### src/design/awsp_pkg.sv
// Shared types and record codes for the animation word stream parser.
// No dependencies; imported by the core and its checker.
package awsp_pkg;

  // Record kinds carried in record_kind
  localparam logic [3:0] KIND_HEADER  = 4'd0;
  localparam logic [3:0] KIND_POSE    = 4'd1;
  localparam logic [3:0] KIND_KEYFR   = 4'd2;
  localparam logic [3:0] KIND_ENTRY   = 4'd3;
  localparam logic [3:0] KIND_AXIS    = 4'd4;
  localparam logic [3:0] KIND_LOOP_ST = 4'd5;
  localparam logic [3:0] KIND_LOOP_END = 4'd6;
  localparam logic [3:0] KIND_TEXTURE = 4'd7;
  localparam logic [3:0] KIND_SOUND   = 4'd8;
  localparam logic [3:0] KIND_END     = 4'd9;
  localparam logic [3:0] KIND_ERROR   = 4'd10;

  // Instruction opcodes, word bits 15..12
  localparam logic [3:0] OP_KEYFRAME   = 4'd0;
  localparam logic [3:0] OP_LOOP_START = 4'd1;
  localparam logic [3:0] OP_LOOP_END   = 4'd2;
  localparam logic [3:0] OP_TEXTURE    = 4'd3;
  localparam logic [3:0] OP_SOUND      = 4'd4;

  // First pose component without scale (rot x)
  localparam logic [3:0] COMP_ROT_X = 4'd3;
  localparam logic [3:0] COMP_LAST  = 4'd8;

  typedef struct packed {
    logic [15:0] data_word;
    logic        stream_end;
  } awsp_in_t;

  typedef struct packed {
    logic [3:0]         record_kind;
    logic [14:0]        count_or_time;
    logic               scale_present;
    logic [5:0]         node_index;
    logic [3:0]         component;
    logic signed [15:0] signed_value;
    logic [15:0]        aux_word;
    logic [47:0]        texture_rect;
  } awsp_out_t;

endpackage

### src/design/animation_word_stream_parser_core.sv
// Animation word stream parser core: input word register, parse logic, result register.
// Depends on awsp_pkg.
//
// Usage:
//   Input channel in_valid/in_ready/in_data carries one 16-bit animation word per
//   handshake, with stream_end marking the last word of the buffer. Output channel
//   out_valid/out_ready/out_data carries parsed records (header, pose value,
//   keyframe, entry, axis value, loop start/end, texture, sound, end, error).
//   A word yields zero or one record; entry, loop-end, texture and sound opcodes
//   and the first two texture words only update parser state.
//   cfg_wr_en/cfg_wr_data write bone_count (reset value 1); write it only while idle.
// Timing:
//   One word per clock sustained while the receiver keeps out_ready high. An accepted
//   word is held in the input register and parsed from there; its record goes
//   into the result register, which drives out_data.
//   The input register lets one more word in while a record waits on a stalled
//   receiver; after that in_ready drops until out_ready returns.
// Reset:
//   rst (synchronous) empties both registers, returns the parser to expecting a
//   header and sets bone_count to 1.
module animation_word_stream_parser_core
  import awsp_pkg::*;
#(
  parameter int MAX_BONES = 64
) (
  input  logic      clk,
  input  logic      rst,
  input  logic      in_valid,
  output logic      in_ready,
  input  awsp_in_t  in_data,
  output logic      out_valid,
  input  logic      out_ready,
  output awsp_out_t out_data,
  input  logic      cfg_wr_en,
  input  logic [6:0] cfg_wr_data
);

  localparam logic [6:0] MaxBones = 7'(MAX_BONES);

  typedef enum logic [2:0] {
    PH_HEADER, PH_POSE, PH_INSTR, PH_ENTRY_SCALE,
    PH_AXIS, PH_LOOP_END, PH_TEXTURE, PH_SOUND
  } phase_t;

  logic [6:0]  bone_count;
  logic        s1_valid;
  awsp_in_t    s1_data;
  logic        s2_free;
  logic        s1_go;

  phase_t      phase, phase_next;
  logic        scale_flag, scale_flag_next;
  logic [6:0]  bone_counter, bone_counter_next;
  logic [3:0]  comp_cnt, comp_cnt_next;
  logic [8:0]  axis_mask, axis_mask_next;
  logic        in_keyframe, in_keyframe_next;
  logic [11:0] held_tc, held_tc_next;
  logic [31:0] tex_words, tex_words_next;
  logic [1:0]  tex_cnt, tex_cnt_next;
  logic [5:0]  held_node, held_node_next;

  logic        res_valid;
  awsp_out_t   res;
  logic [6:0]  eff_bones;
  logic [15:0] w;
  logic [11:0] tc;
  logic [3:0]  axis_bit;
  logic [6:0]  bone_inc;

  assign s2_free  = !out_valid || out_ready;
  assign in_ready = !s1_valid || s2_free;
  assign s1_go    = s1_valid && s2_free;

  assign eff_bones = (bone_count > MaxBones) ? MaxBones : bone_count;
  assign w  = s1_data.data_word;
  assign tc = w[11:0];
  assign bone_inc = bone_counter + 7'd1;

  // highest set bit among 8..1, else bit 0
  always_comb begin
    axis_bit = 4'd0;
    for (int i = 1; i <= 8; i++) begin
      if (axis_mask[i]) axis_bit = 4'(i);
    end
  end

  always_comb begin
    phase_next        = phase;
    scale_flag_next   = scale_flag;
    bone_counter_next = bone_counter;
    comp_cnt_next     = comp_cnt;
    axis_mask_next    = axis_mask;
    in_keyframe_next  = in_keyframe;
    held_tc_next      = held_tc;
    tex_words_next    = tex_words;
    tex_cnt_next      = tex_cnt;
    held_node_next    = held_node;
    res_valid         = 1'b0;
    res               = '0;

    if (s1_data.stream_end && !(phase == PH_INSTR && w == 16'h0000)) begin
      // premature end: error record and restart
      res_valid         = 1'b1;
      res.record_kind   = KIND_ERROR;
      phase_next        = PH_HEADER;
      bone_counter_next = 7'd1;
      comp_cnt_next     = 4'd0;
      axis_mask_next    = '0;
      in_keyframe_next  = 1'b0;
      tex_cnt_next      = '0;
    end else begin
      unique case (phase)
        PH_HEADER: begin
          scale_flag_next   = w[15];
          res_valid         = 1'b1;
          res.record_kind   = KIND_HEADER;
          res.count_or_time = w[14:0];
          res.scale_present = w[15];
          bone_counter_next = 7'd1;
          comp_cnt_next     = w[15] ? 4'd0 : COMP_ROT_X;
          in_keyframe_next  = 1'b0;
          phase_next        = (eff_bones > 7'd1) ? PH_POSE : PH_INSTR;
        end
        PH_POSE: begin
          res_valid        = 1'b1;
          res.record_kind  = KIND_POSE;
          res.node_index   = bone_counter[5:0];
          res.component    = comp_cnt;
          res.signed_value = w;
          if (comp_cnt >= COMP_LAST) begin
            bone_counter_next = bone_inc;
            comp_cnt_next     = scale_flag ? 4'd0 : COMP_ROT_X;
            if (bone_inc >= eff_bones) phase_next = PH_INSTR;
          end else begin
            comp_cnt_next = comp_cnt + 4'd1;
          end
        end
        PH_INSTR: begin
          if (w == 16'h0000) begin
            res_valid         = 1'b1;
            res.record_kind   = KIND_END;
            phase_next        = PH_HEADER;
            bone_counter_next = 7'd1;
            comp_cnt_next     = 4'd0;
            axis_mask_next    = '0;
            in_keyframe_next  = 1'b0;
            tex_cnt_next      = '0;
          end else if (in_keyframe && w[15]) begin
            held_node_next = w[5:0];
            axis_mask_next = w[14:6];
            phase_next     = PH_ENTRY_SCALE;
          end else begin
            in_keyframe_next = 1'b0;
            unique case (w[15:12])
              OP_KEYFRAME: begin
                held_tc_next      = tc;
                in_keyframe_next  = 1'b1;
                res_valid         = 1'b1;
                res.record_kind   = KIND_KEYFR;
                res.count_or_time = {3'b000, tc};
              end
              OP_LOOP_START: begin
                res_valid         = 1'b1;
                res.record_kind   = KIND_LOOP_ST;
                res.count_or_time = {7'd0, w[7:0]};
              end
              OP_LOOP_END: begin
                held_tc_next = tc;
                phase_next   = PH_LOOP_END;
              end
              OP_TEXTURE: begin
                held_tc_next   = tc;
                tex_cnt_next   = '0;
                tex_words_next = '0;
                phase_next     = PH_TEXTURE;
              end
              OP_SOUND: begin
                held_tc_next = tc;
                phase_next   = PH_SOUND;
              end
              default: ;  // unknown opcode: ignored, keyframe closed
            endcase
          end
        end
        PH_ENTRY_SCALE: begin
          res_valid         = 1'b1;
          res.record_kind   = KIND_ENTRY;
          res.count_or_time = {3'b000, held_tc};
          res.node_index    = held_node;
          res.aux_word      = w;
          phase_next        = (axis_mask != '0) ? PH_AXIS : PH_INSTR;
        end
        PH_AXIS: begin
          axis_mask_next           = axis_mask;
          axis_mask_next[axis_bit] = 1'b0;
          res_valid         = 1'b1;
          res.record_kind   = KIND_AXIS;
          res.count_or_time = {3'b000, held_tc};
          res.node_index    = held_node;
          res.component     = COMP_LAST - axis_bit;
          res.signed_value  = w;
          if (axis_mask_next == '0) phase_next = PH_INSTR;
        end
        PH_LOOP_END: begin
          res_valid         = 1'b1;
          res.record_kind   = KIND_LOOP_END;
          res.count_or_time = {3'b000, held_tc};
          res.aux_word      = w;
          phase_next        = PH_INSTR;
        end
        PH_TEXTURE: begin
          if (tex_cnt == 2'd0) begin
            tex_words_next = {16'h0000, w};
            tex_cnt_next   = 2'd1;
          end else if (tex_cnt == 2'd1) begin
            tex_words_next = {w, tex_words[15:0]};
            tex_cnt_next   = 2'd2;
          end else begin
            res_valid         = 1'b1;
            res.record_kind   = KIND_TEXTURE;
            res.count_or_time = {3'b000, held_tc};
            res.texture_rect  = {tex_words[7:0], tex_words[15:8],
                                 tex_words[23:16], tex_words[31:24],
                                 w[7:0], w[15:8]};
            tex_cnt_next      = '0;
            phase_next        = PH_INSTR;
          end
        end
        PH_SOUND: begin
          res_valid         = 1'b1;
          res.record_kind   = KIND_SOUND;
          res.count_or_time = {3'b000, held_tc};
          res.aux_word      = w;
          phase_next        = PH_INSTR;
        end
        default: begin
          phase_next = PH_HEADER;
        end
      endcase
    end
  end

  always_ff @(posedge clk) begin
    if (rst) begin
      bone_count   <= 7'd1;
      s1_valid     <= 1'b0;
      out_valid    <= 1'b0;
      phase        <= PH_HEADER;
      scale_flag   <= 1'b0;
      bone_counter <= 7'd1;
      comp_cnt     <= '0;
      axis_mask    <= '0;
      in_keyframe  <= 1'b0;
      held_tc      <= '0;
      tex_words    <= '0;
      tex_cnt      <= '0;
      held_node    <= '0;
    end else begin
      if (cfg_wr_en) bone_count <= cfg_wr_data;
      if (in_ready) begin
        s1_valid <= in_valid;
        s1_data  <= in_data;
      end
      if (s2_free) begin
        out_valid <= s1_valid && res_valid;
        out_data  <= res;
      end
      if (s1_go) begin
        phase        <= phase_next;
        scale_flag   <= scale_flag_next;
        bone_counter <= bone_counter_next;
        comp_cnt     <= comp_cnt_next;
        axis_mask    <= axis_mask_next;
        in_keyframe  <= in_keyframe_next;
        held_tc      <= held_tc_next;
        tex_words    <= tex_words_next;
        tex_cnt      <= tex_cnt_next;
        held_node    <= held_node_next;
      end
    end
  end

endmodule

### config.mk
export PLATFORM = sky130hd
export DESIGN_NAME = animation_word_stream_parser_core
export DESIGN_NICKNAME = d
export VERILOG_FILES = /design/src/design/awsp_pkg.sv /design/src/design/animation_word_stream_parser_core.sv
export SDC_FILE = /design/constraint.sdc
export NUM_CORES = 1
export LEC_CHECK = 0
export BUFFER_PORTS_ARGS = -buffer_cell sky130_fd_sc_hd__buf_2
export CAP_MARGIN = 20
export CORE_MARGIN = 2
export CORE_UTILIZATION = 31
export CTS_CLUSTER_SIZE = 12
export DETAILED_ROUTE_END_ITERATION = 8
export PLACE_DENSITY = 0.51
export SYNTH_ARGS = -nofsm -noshare
export SYNTH_HDL_FRONTEND = slang
export SYNTH_SLANG_ARGS = --single-unit
### constraint.sdc
create_clock -name clk -period 12.4 [get_ports clk]
set_input_delay 0.62 -clock clk [delete_from_list [all_inputs] [get_ports clk]]
set_output_delay 0.62 -clock clk [all_outputs]
set_load 0.1 [all_outputs]
==> metrics.md, run 1 <==
| Metric | Value |
|---|---|
| Status | `finished, final reports clean` |
| Post-Syn Nets | `899` |
| Share of the synthesized area in the top cell type | `41.1%` |
| Clk_lat worst skew | `around 510 ps` |
| Initial antenna violation count | `1` |
| Worst Setup Start Kind | `flop` |
| EDFF count, synth | `around 130` |
| Vias in the first global route | `between 6000 and 7000` |
| Synth cell types | `66` |
| Peak VDD IR | `0.0567 mV` |
| Antenna cell count | `0` |
| CTS tree | `yes` |
| Final Setup Violations | `0` |
| Grt ovf | `0` |
| Layout net count | `slightly above 1000` |
| Clk buf depth | `3` |
| Placed cells | `approximately 1300` |
| Final hold violation count | `0` |
| Final min period | `roughly 3700 ps` |
| I/O pin cnt | `approximately 140` |
| F_max | `approximately 270 MHz` |
| CP Max Fanout | `17` |
| Die Ht | `177 um` |
| DRC marker count from the first detailed-route iteration | `488` |
| Power per cell area | `roughly 150 mW/mm2` |
| CTS clock-pin slew for the worst setup and hold paths | `approximately 60 ps` |
| Critical Path AT | `4070 ps` |
| Die Wd | `about 180 um` |
| Area of the core | `just under 0.03 mm2` |
| Post-Layout Cell Count | `~1400` |
| Ys flop type | `edfxtp_1` |
| CTS Buf Count | `23` |
| Synth Instances | `about 860` |
| RSZ-0062 raised after global routing | `no` |
| First-pass GRT wire length | `~38 mm` |
| Pleak | `around 4.5 nW` |
| Fillers | `around 3000` |
| Worst EP required | `about 13000 ps` |
| First-pass detailed-route iteration total | `4` |
| Layout Skew | `about 14 ps` |
| Ys async rst share | `0%` |
| Post-DRT Antenna Nets | `0` |
| DIE AREA | `approximately 0.031 mm2` |
| Synth Register Bits | `~210` |
| Htree depth | `1` |
| Post-synthesis sequential area ratio | `between 50% and 60%` |
| Tcrit/Tclk final | `just under 30%` |
| CP Class | `flop to flop` |
| HP Class | `primary input to flop` |
| DR DRC count | `0` |
| Crit. End Element | `flop` |
| Slew @ Worst Pin | `around 1000 ps` |
| Yosys warning count | `0` |
| Largest net degree at the start of global routing | `58` |
| Synth area leaders | `edfxtp_1, dfxtp_1, mux2i_1, and3_1, nor2_1` |
| Area of the multi-input gates | `0.00342 mm2` |
| Num Clock Sinks | `approximately 210` |
| Worst Path Buf+Inv | `0` |
| Total track usage | `15.9%` |
| Post-layout util | `about 37%` |
| DR vias/cell | `around 4.9` |
| Cell Area, Synth | `0.00928 mm2` |
| IO Port Bufs | `140` |
| Proportion of layout cells with a drive suffix above 1 | `about a fifth` |
| GP Congestion | `around 0.84` |
| Mapped Avg Cell Area | `between 10 and 15 um2` |
| Wire per inst | `~18 um` |
| Max_slew headroom | `30.0%` |
| Register Area | `about 0.0055 mm2` |
| CP delay by family, top | `simple AND/OR/NAND/NOR gates` |
| Resized cells post-CTS | `0` |
| Root Driver | `clkbuf_16` |
| P&R area growth vs syn | `18.3%` |
| Starting density of the core | `31.4%` |
| Post-synth top area cell | `edfxtp_1` |
| DRT Wirelength | `~25 mm` |
| Slowest CP cell | `nor2_2` |
| Setup TNS Final | `0 ps` |
| Hpwl dp | `about 17 mm` |
| CP Cell Sequence | `nor4_2 -> nand4_1 -> o21ai_1 -> nand3_1 -> nor2_2 -> mux2i_1` |
| Cts hold-fix bufs | `0` |
| Row cnt | `between 60 and 70` |
| Max Slew Vio Count | `0` |
| Post-CTS Setup Repair Bufs | `0` |
| Max_cap viols | `0` |
| CP max stage delay | `approximately 840 ps` |
| Via count | `6704` |
-- report_power, final --
part | total (mW) | switching (mW) | internal (mW)
Combinational | 0.216 | 0.184 | 0.0320
Clock | 0.642 | 0.269 | 0.373
Sequential | 0.798 | 0.0223 | 0.775
-- state kept, by name, summed over array words and instances, names as in the netlist --
signal,cells
axis_mask,9
held_node,6
bone_count,7
out_valid,1
s1_data,1
phase,3
s1_valid,1
out_data,110
tex_words,32
held_tc,12
scale_flag,1
tex_cnt,2
w,16
bone_counter,7
comp_cnt,4
in_keyframe,1
-- cells in the mapped netlist (3+ instances only) --
cell type  instances
nor2b_1            6
and2_1            37
a21o_1             5
buf_6              3
o31ai_1            3
nand2_1           86
a2bb2oi_1          7
buf_2              3
nor2_1            91
clkbuf_1          53
nor3_1             4
edfxtp_1         127
and3_1            55
nor3b_1            4
nand3_1           28
nand2b_1           9
o21ai_1           26
buf_1              4
nor4_1             8
a31oi_1            3
a22oi_1           15
dfxtp_1           86
xor2_1             4
a21oi_1           44
o21ai_0           14
or3_1              3
mux2i_1           52
inv_1             11
o21a_1             4
ha_1              12
a311oi_1           3
or4_1              5
-- cell families (layout without fill, tap and decap cells) --
kind of cell / count (synthesis) / after routing / synth area share, %
xor gates and xnor gates: 6 / 6 / 0.566
AOI/OAI and AO/OA: 141 / 141 / 9.60
and+or+nand+nor: 354 / 354 / 19.2
buffers and inverters: 80 / 206 / 3.76
adders and majority gates: 12 / 12 / 1.62
muxes: 52 / 52 / 5.61
DFF: 213 / 213 / 59.6
-- layout make-up --
cell class,instances,area share (%)
flip-flops and latches,213,50.4
well taps,390,4.44
clock buffers,33,5.77
multi-input cells,565,31.2
inverters,13,0.444
clock inverters,7,0.513
repair buffers,153,7.27
-- metrics by stage --
stage | instance area, um2 | power, mW | setup slack, ps | hold slack [ps]
2_1_floorplan | 9280 | 0.986 | 6170 | 424
3_3_place_gp | 10300 | 1.03 | 8970 | 438
3_5_place_dp | 10300 | 1.03 | 8830 | 441
4_1_cts | 11000 | 1.67 | 8810 | 287
5_1_grt | 11000 | 1.71 | 8450 | 289
6_report | 11000 | 1.66 | 8750 | 300
-- cells in the final DEF (no fill, tap or decap), drive strengths merged, types with 3 or more instances in the layout --
master   count
inv         13
nand2       87
o21a         4
clkbuf      33
or4          6
nand2b       9
nor4        10
mux2i       52
a31oi        3
dfxtp       86
nor3         4
a2bb2oi      7
clkinv       6
nor3b        4
a21oi       44
xor2         4
nor2b        6
o31ai        3
and3        56
ha          12
or3          3
buf        153
a311oi       3
nor2        92
nand3       28
a22oi       15
and2        38
a21o         5
edfxtp     127
o21ai       40
-- final timing paths --
check,depth (start not counted),slack [ps],start,endpoint
max,6,8750,w[15]$_DFFE_PP_,tex_words[6]$_SDFFE_PP0P_
min reg2reg,2,440,tex_words[20]$_SDFFE_PP0P_,tex_words[20]$_SDFFE_PP0P_
min,1,300,in_data[0],s1_data[0]$_DFFE_PP_
max reg2reg,6,8750,w[15]$_DFFE_PP_,tex_words[6]$_SDFFE_PP0P_
-- metal layers --
| metal | up-vias | GRT usage, % | share of wire [%] |
|---|---|---|---|
| met5 | - | 0 | 0.051 |
| met4 | 2 | 3.89 | 1.7 |
| met3 | 35 | 2.51 | 5.9 |
| met2 | 195 | 23.7 | 43 |
| met1 | 3187 | 23.8 | 49 |
| li1 | 3285 | - | - |
No activity file was read; power rests on OpenSTA's default activity.
==> inputs of run 2 (changes only) <==
--- a/config.mk
+++ b/config.mk
@@ -11,7 +11,7 @@
 export CORE_UTILIZATION = 31
 export CTS_CLUSTER_SIZE = 12
 export DETAILED_ROUTE_END_ITERATION = 8
-export PLACE_DENSITY = 0.51
+export PLACE_DENSITY = 0.52
 export SYNTH_ARGS = -nofsm -noshare
 export SYNTH_HDL_FRONTEND = slang
 export SYNTH_SLANG_ARGS = --single-unit
==> constraint.sdc (replaced) <==
create_clock -name clk -period 3.1 [get_ports clk]
set_input_delay 0.155 -clock clk [delete_from_list [all_inputs] [get_ports clk]]
set_output_delay 0.155 -clock clk [all_outputs]
set_load 0.1 [all_outputs]
==> run 2 against run 1 <==
Net effect: wire length increased by 3.2%; total power increased to 4.2 times the previous value; highest routed layer is now met4; worst setup slack got worse by 8400 ps; core utilization up 1.8 points; clock power grew to 4.4 times the previous value; via count rose by 4.4%; largest cell class unchanged; critical path type unchanged.
==> metrics.md, run 2 (synthesized netlist as in run 1, its figures left out) <==
| Metric | Value |
|---|---|
| Status | `finished, final reports clean` |
| DRC marker count from the first detailed-route iteration | `617 (+26%)` |
| Layout net count | `1062 (+5.1%)` |
| Wire per inst | `18.3 um (-0.76%)` |
| F_max | `360 MHz (+31%)` |
| Net switching power | `1.99 mW (+320%)` |
| Via count | `7001 (+4.4%)` |
| Critical Path AT | `3210 ps (-860 ps)` |
| DR DRC count | `0 (unchanged)` |
| DR top layer | `met4` |
| Vias in the first global route | `6568 (+2.8%)` |
| Tcrit/Tclk final | `89.7% (+60 points)` |
| Htree depth | `1 (unchanged)` |
| Detail Route met3 WL | `1.40 mm (-6.8%)` |
| Max_cap viols | `0 (unchanged)` |
| Antenna cell count | `0 (unchanged)` |
| P&R area growth vs syn | `24.1%` |
| HP Class | `primary input to flop` |
| Met2 WL | `11.7 mm (+6.7%)` |
| CP Class | `flop to flop` |
| Layout Skew | `12.2 ps (-2.23 ps)` |
| Slew @ Worst Pin | `832 ps (-217 ps)` |
| Worst setup margin | `320 ps (-8430 ps)` |
| GP Congestion | `0.833 (-0.37%)` |
| Commonest non-fill, non-tap cells in the layout | `buf_2, edfxtp_1, nor2_1, nand2_1, dfxtp_1` |
| DRT Wirelength | `26.1 mm (+3.2%)` |
| Final min period | `2780 ps (-874 ps)` |
| Worst EP required | `3530 ps (-9290 ps)` |
| Seq pwr share | `45.5% (-2.7 points)` |
| Slowest CP cell | `o21ai_1` |
| Row cnt | `63 (unchanged)` |
| Setup TNS Final | `0 ps (unchanged)` |
| Root Driver | `clkbuf_16` |
| Combinational power share | `13.9% (+0.9 points)` |
| Resized cells post-CTS | `0 (unchanged)` |
| Hpwl dp | `17.0 mm (+0.21%)` |
| Final Setup Violations | `0 (unchanged)` |
| First-pass detailed-route iteration total | `4 (unchanged)` |
| Die Wd | `177 um (unchanged)` |
| Crit. End Element | `flop` |
| CP Max Fanout | `16 (-1)` |
| Total track usage | `16.3% (+0.45 points)` |
| Commonest non-fill, non-tap cell in the layout | `buf_2` |
| Largest register FFs | `110 (unchanged)` |
| M1 WL | `12.5 mm (+1.3%)` |
| Clock share of power | `40.7% (+1.9 points)` |
| CP max stage delay | `560 ps (-280 ps)` |
| RSZ-0062 raised after global routing | `no` |
| Area of the core | `0.0296 mm2 (unchanged)` |
| DR vias/cell | `4.90 (+0.41%)` |
| Internal | `4.94 mW (+320%)` |
| Dpl ws | `349 ps (-8480 ps)` |
| Fillers | `2937 (-1.3%)` |
| DIE AREA | `0.0313 mm2 (unchanged)` |
| Starting density of the core | `31.4% (unchanged)` |
| Initial antenna violation count | `0 (-1)` |
| Clk buf depth | `3 (unchanged)` |
| Power per cell area | `601 mW/mm2 (+300%)` |
| Largest net degree at the start of global routing | `73 (+26%)` |
| Num Clock Sinks | `213 (unchanged)` |
| First-pass GRT wire length | `39.5 mm (+3.2%)` |
| CTS clock-pin slew for the worst setup and hold paths | `60 ps (about the same)` |
| Final hold violation count | `0 (unchanged)` |
| Sw Share | `28.7% (-0.049 points)` |
| CP Cell Sequence | `nor4_2 -> nand4_1 -> o21ai_1 -> nand3_1 -> nor2_2 -> buf_4 -> mux2i_1` |
| Die Ht | `177 um (unchanged)` |
| Pleak | `4.77 nW (+6.0%)` |
| Clk_lat worst skew | `510 ps (about the same)` |
| CTS Buf Count | `25 (+8.7%)` |
| Max Slew Vio Count | `0 (unchanged)` |
| Proportion of layout cells with a drive suffix above 1 | `22.0% (+1.9 points)` |
| IO Port Bufs | `140 (unchanged)` |
| Grt ovf | `0 (unchanged)` |
| Post-DRT Antenna Nets | `0 (unchanged)` |
| I/O pin cnt | `141 (unchanged)` |
| Peak VDD IR | `0.336 mV (+490%)` |
| Worst Setup Start Kind | `flop` |
| Reg with most FFs | `out_data` |
| Max_slew headroom | `44.4% (+14 points)` |
| CTS tree | `yes` |
==> run 2: changes by cell type in the layout (fill, tap and decap cells not counted), sizes merged <==
cell,change
clkinv,+4
dlygate4sd3,+25
clkbuf,-1
clkinvlp,+1
bufinv,+1
buf,+25
==> run 2: worst max-delay path: cells and delay by family (launching register included) <==
kind	cells	cell delay (ps)
muxes	1	230
and+or+nand+nor	4	1220
buffers and inverters	1	290
AOI/OAI and AO/OA	1	560
DFF	1	400
==> run 2: power by group through the flow <==
stage,clock (mW),combinational [mW],sequential (mW)
after global placement,0,0.939,3.21
after CTS,2.88,0.965,3.15
after floorplan,0,0.199,3.74
final,2.82,0.960,3.15
after detailed placement,0,0.938,3.21
after global routing,2.99,1.00,3.16
==> run 2: what timing repair did <==
action / CTS / global route
buffers inserted: 0 / 0
endpoints found under the hold margin: 25 / 0
hold buffers: 25 / 0
==> run 2: area by class of cell <==
cell class | instances | area [um2] | share of cell area, %
Clock buffer | 32 | 662 | 5.75
Clock inverter | 13 | 120 | 1.04
Inverter | 13 | 48.8 | 0.424
Multi-Input combinational cell | 565 | 3420 | 29.7
Sequential cell | 213 | 5540 | 48.1
Tap cell | 390 | 488 | 4.24
Timing Repair Buffer | 203 | 1250 | 10.8
==> run 2: worst paths after layout <==
| check | startpoint | endpoint | slack [ps] | depth (start not counted) |
|---|---|---|---|---|
| worst max register to register | w[15]$_DFFE_PP_ | tex_words[4]$_SDFFE_PP0P_ | 320 | 7 |
| worst max-delay path | w[15]$_DFFE_PP_ | tex_words[4]$_SDFFE_PP0P_ | 320 | 7 |
| worst min-delay path | cfg_wr_en | bone_count[0]$_SDFFE_PP1P_ | 40 | 3 |
| worst min register to register | tex_words[20]$_SDFFE_PP0P_ | tex_words[20]$_SDFFE_PP0P_ | 440 | 2 |
==> run 2: routing by layer <==
layer	vias up	track usage (%)
li1	3398	-
met1	3368	24.0
met2	199	25.1
met3	36	2.62
met4	0	3.72
met5	-	0
==> run 2: metrics by stage <==
stage	hold WS [ps]	utilization [%]	cell area [um2]	total power, mW	instances
after global routing	59.6	39.0	11500	7.15	1429
after CTS	32.4	39.0	11500	6.99	1429
after detailed placement	341	35.5	10500	4.15	1359
final	41.8	39.0	11500	6.93	1429
after global placement	335	35.5	10500	4.15	1359
after floorplan	254	-	9290	3.94	858
==> inputs of run 3 (changes only) <==
--- a/config.mk
+++ b/config.mk
@@ -8,10 +8,10 @@
 export BUFFER_PORTS_ARGS = -buffer_cell sky130_fd_sc_hd__buf_2
 export CAP_MARGIN = 20
 export CORE_MARGIN = 2
-export CORE_UTILIZATION = 31
+export CORE_UTILIZATION = 51
 export CTS_CLUSTER_SIZE = 12
 export DETAILED_ROUTE_END_ITERATION = 8
-export PLACE_DENSITY = 0.52
+export PLACE_DENSITY = 0.78
 export SYNTH_ARGS = -nofsm -noshare
 export SYNTH_HDL_FRONTEND = slang
 export SYNTH_SLANG_ARGS = --single-unit
==> constraint.sdc (replaced) <==
create_clock -name clk -period 3.1 [get_ports clk]
set_input_delay 0.155 -clock clk [delete_from_list [all_inputs] [get_ports clk]]
set_output_delay 0.155 -clock clk [all_outputs]
set_load 0.005 [all_outputs]
==> run 3 against run 2 <==
Net effect: design area decreased by 2.3%; worst setup slack improved by 120 ps; clock-buffer cell count rose by 4; hold slack got worse by 21 ps; maximum frequency rose by 4.5%; first-iteration DRC count rose by 3.2%; sequential cell count did not move; core utilization increased by 24 points; sequential power about the same; largest cell class unchanged.
==> metrics.md, run 3 (synthesized netlist as in run 1, its figures left out) <==
| Metric | Value |
|---|---|
| Status | `finished, final reports clean` |
| Post-CTS Setup Repair Bufs | `0 (unchanged)` |
| Starting density of the core | `51.9% (+20 points)` |
| Root Driver | `clkbuf_16` |
| Tcrit/Tclk final | `85.8% (-3.9 points)` |
| F_max | `376 MHz (+4.5%)` |
| Hold_ws | `21.1 ps (-20.7 ps)` |
| DIE AREA | `0.0193 mm2 (-38%)` |
| Htree depth | `1 (unchanged)` |
| Proportion of layout cells with a drive suffix above 1 | `21.4% (-0.60 points)` |
| Clk buf depth | `3 (unchanged)` |
| CTS Buf Count | `23 (-8.0%)` |
| Max Slew Vio Count | `0 (unchanged)` |
| Power per cell area | `546 mW/mm2 (-9.1%)` |
| Post-DRT Antenna Nets | `0 (unchanged)` |
| CP Class | `flop to flop` |
| Clock share of power | `42.0% (+1.3 points)` |
| Dpl ws | `480 ps (+131 ps)` |
| Row cnt | `49 (-22%)` |
| Die Wd | `139 um (-22%)` |
| DRC marker count from the first detailed-route iteration | `637 (+3.2%)` |
| Slew @ Worst Pin | `883 ps (+50.9 ps)` |
| CP delay by family, top | `simple AND/OR/NAND/NOR gates` |
| CP max stage delay | `520 ps (-40 ps)` |
| Num Clock Sinks | `213 (unchanged)` |
| I/O pin cnt | `141 (unchanged)` |
| Layout Skew | `15.0 ps (+2.81 ps)` |
| Commonest non-fill, non-tap cells in the layout | `buf_2, edfxtp_1, nor2_1, nand2_1, dfxtp_1` |
| Commonest non-fill, non-tap cell in the layout | `buf_2` |
| Wire per inst | `18.9 um (+3.7%)` |
| Peak VDD IR | `0.394 mV (+17%)` |
| RSZ-0062 raised after global routing | `no` |
| CP Max Fanout | `6 (-10)` |
| Net switching power | `1.40 mW (-29%)` |
| Largest register FFs | `110 (unchanged)` |
| Placed cell area | `0.0103 mm2 (-1.7%)` |
| HP Class | `primary input to flop` |
| Critical Path AT | `3100 ps (-110 ps)` |
| Resized cells post-CTS | `0 (unchanged)` |
| Reg with most FFs | `out_data` |
| Combinational power share | `6.9% (-7.0 points)` |
| Vias in the first global route | `6718 (+2.3%)` |
| Seq pwr share | `51.2% (+5.7 points)` |
| Worst Setup Start Kind | `flop` |
| Final min period | `2660 ps (-120 ps)` |
| Area of the core | `0.0179 mm2 (-39%)` |
| Layout net count | `1064 (+0.19%)` |
| DRT Wirelength | `24.0 mm (-7.9%)` |
| DR DRC count | `0 (unchanged)` |
| Final Setup Violations | `0 (unchanged)` |
| Sw Share | `22.8% (-5.9 points)` |
| Grt ovf | `0 (unchanged)` |
| Max_slew headroom | `40.6% (-3.8 points)` |
| Worst Path Buf+Inv | `0 (-1)` |
| Total track usage | `24.1% (+7.8 points)` |
| IO Port Bufs | `140 (unchanged)` |
| Crit. End Element | `flop` |
| Antenna cell count | `0 (unchanged)` |
| Pleak | `4.75 nW (-0.52%)` |
| CTS clock-pin slew for the worst setup and hold paths | `60 ps (about the same)` |
| Die Ht | `139 um (-22%)` |
| Worst setup margin | `439 ps (+120 ps)` |
| Worst EP required | `3540 ps (about the same)` |
| Max_cap viols | `0 (unchanged)` |
| Hpwl dp | `15.7 mm (-7.8%)` |
| First-pass GRT wire length | `37.0 mm (-6.5%)` |
| Slowest CP cell | `or4_1` |
| DR vias/cell | `5.70 (+16%)` |
| Internal | `4.75 mW (-3.8%)` |
| Via count | `7229 (+3.3%)` |
| Largest net degree at the start of global routing | `84 (+15%)` |
| First-pass detailed-route iteration total | `7 (+3)` |
| Setup TNS Final | `0 ps (unchanged)` |
| CP Cell Sequence | `ha_1 -> and3_1 -> nand3_1 -> xnor2_1 -> ha_1 -> nand3_1 -> nor4_1 -> o31ai_1 -> or4_1 -> a21oi_1` |
| Final Cell Area | `0.0113 mm2 (-2.3%)` |
| GP Congestion | `0.948 (+14%)` |
| P&R area growth vs syn | `21.3%` |
| Final hold violation count | `0 (unchanged)` |
| Clk_lat worst skew | `520 ps (about the same)` |
| CTS tree | `yes` |
| Initial antenna violation count | `0 (unchanged)` |
==> run 3: cell types whose count changed in the layout (fill, tap and decap cells not counted), moves of 2 or more <==
cell       previous run  this run
clkinv_2              4         2
clkinv_1              4         1
clkbuf_1              6        13
buf_4                37        41
clkinv_4              2         0
clkbuf_16            25        23
==> run 3: routing by layer <==
| metal | track usage, % | vias to the layer above | share of wire, % |
|---|---|---|---|
| li1 | - | 3404 | - |
| met1 | 33.6 | 3476 | 42 |
| met2 | 39.5 | 313 | 47 |
| met3 | 3.97 | 36 | 8.3 |
| met4 | 6.33 | 0 | 2.0 |
| met5 | 0 | - | 0 |
==> run 3: through the flow <==
| step | power [mW] | util, % | instances |
|---|---|---|---|
| 2_1_floorplan | 3.40 | - | 858 |
| 3_3_place_gp | 3.59 | 57.6 | 1202 |
| 3_5_place_dp | 3.60 | 57.6 | 1202 |
| 4_1_cts | 6.18 | 62.9 | 1269 |
| 5_1_grt | 6.33 | 62.9 | 1269 |
| 6_report | 6.15 | 62.9 | 1269 |
==> run 3: timing repair <==
| action | in CTS | in global routing |
|---|---|---|
| hold buffers | 25 | 0 |
| setup endpoints to repair | 0 | 0 |
| hold endpoints to repair | 25 | 0 |
==> run 3: power groups by stage <==
stage | clock network [mW] | logic (mW) | registers, mW
3_3_place_gp | 0 | 0.389 | 3.21
5_1_grt | 2.71 | 0.454 | 3.16
3_5_place_dp | 0 | 0.393 | 3.21
4_1_cts | 2.61 | 0.419 | 3.15
6_report | 2.58 | 0.421 | 3.15
2_1_floorplan | 0 | 0.198 | 3.20
==> run 3: final timing paths <==
check,cells past startpoint,to,start,slack [ps]
worst max register to register,10,phase[0]$_SDFFE_PP0P_,bone_counter[0]$_SDFFE_PP1P_,440
worst max-delay path,10,phase[0]$_SDFFE_PP0P_,bone_counter[0]$_SDFFE_PP1P_,440
worst min register to register,2,tex_words[24]$_SDFFE_PP0P_,tex_words[24]$_SDFFE_PP0P_,440
worst min-delay path,3,bone_count[0]$_SDFFE_PP1P_,cfg_wr_en,20
==> run 3: cell type report <==
type | instances | area (um2)
clock inverter | 6 | 75.1
timing repair buffer | 207 | 1280
multi-input combinational | 565 | 3410
tap | 229 | 287
fill | 1444 | 6650
sequential | 213 | 5540
clock buffer | 36 | 624
inverter | 13 | 48.8
==> run 3: worst register-to-register path: cells and delay by family (launching register included) <==
kind,cells,cell delay [ps]
xor gates and xnor gates,1,170
adders and majority gates,2,550
AOI/OAI and AO/OA,2,300
DFF,1,410
and+or+nand+nor,5,1160
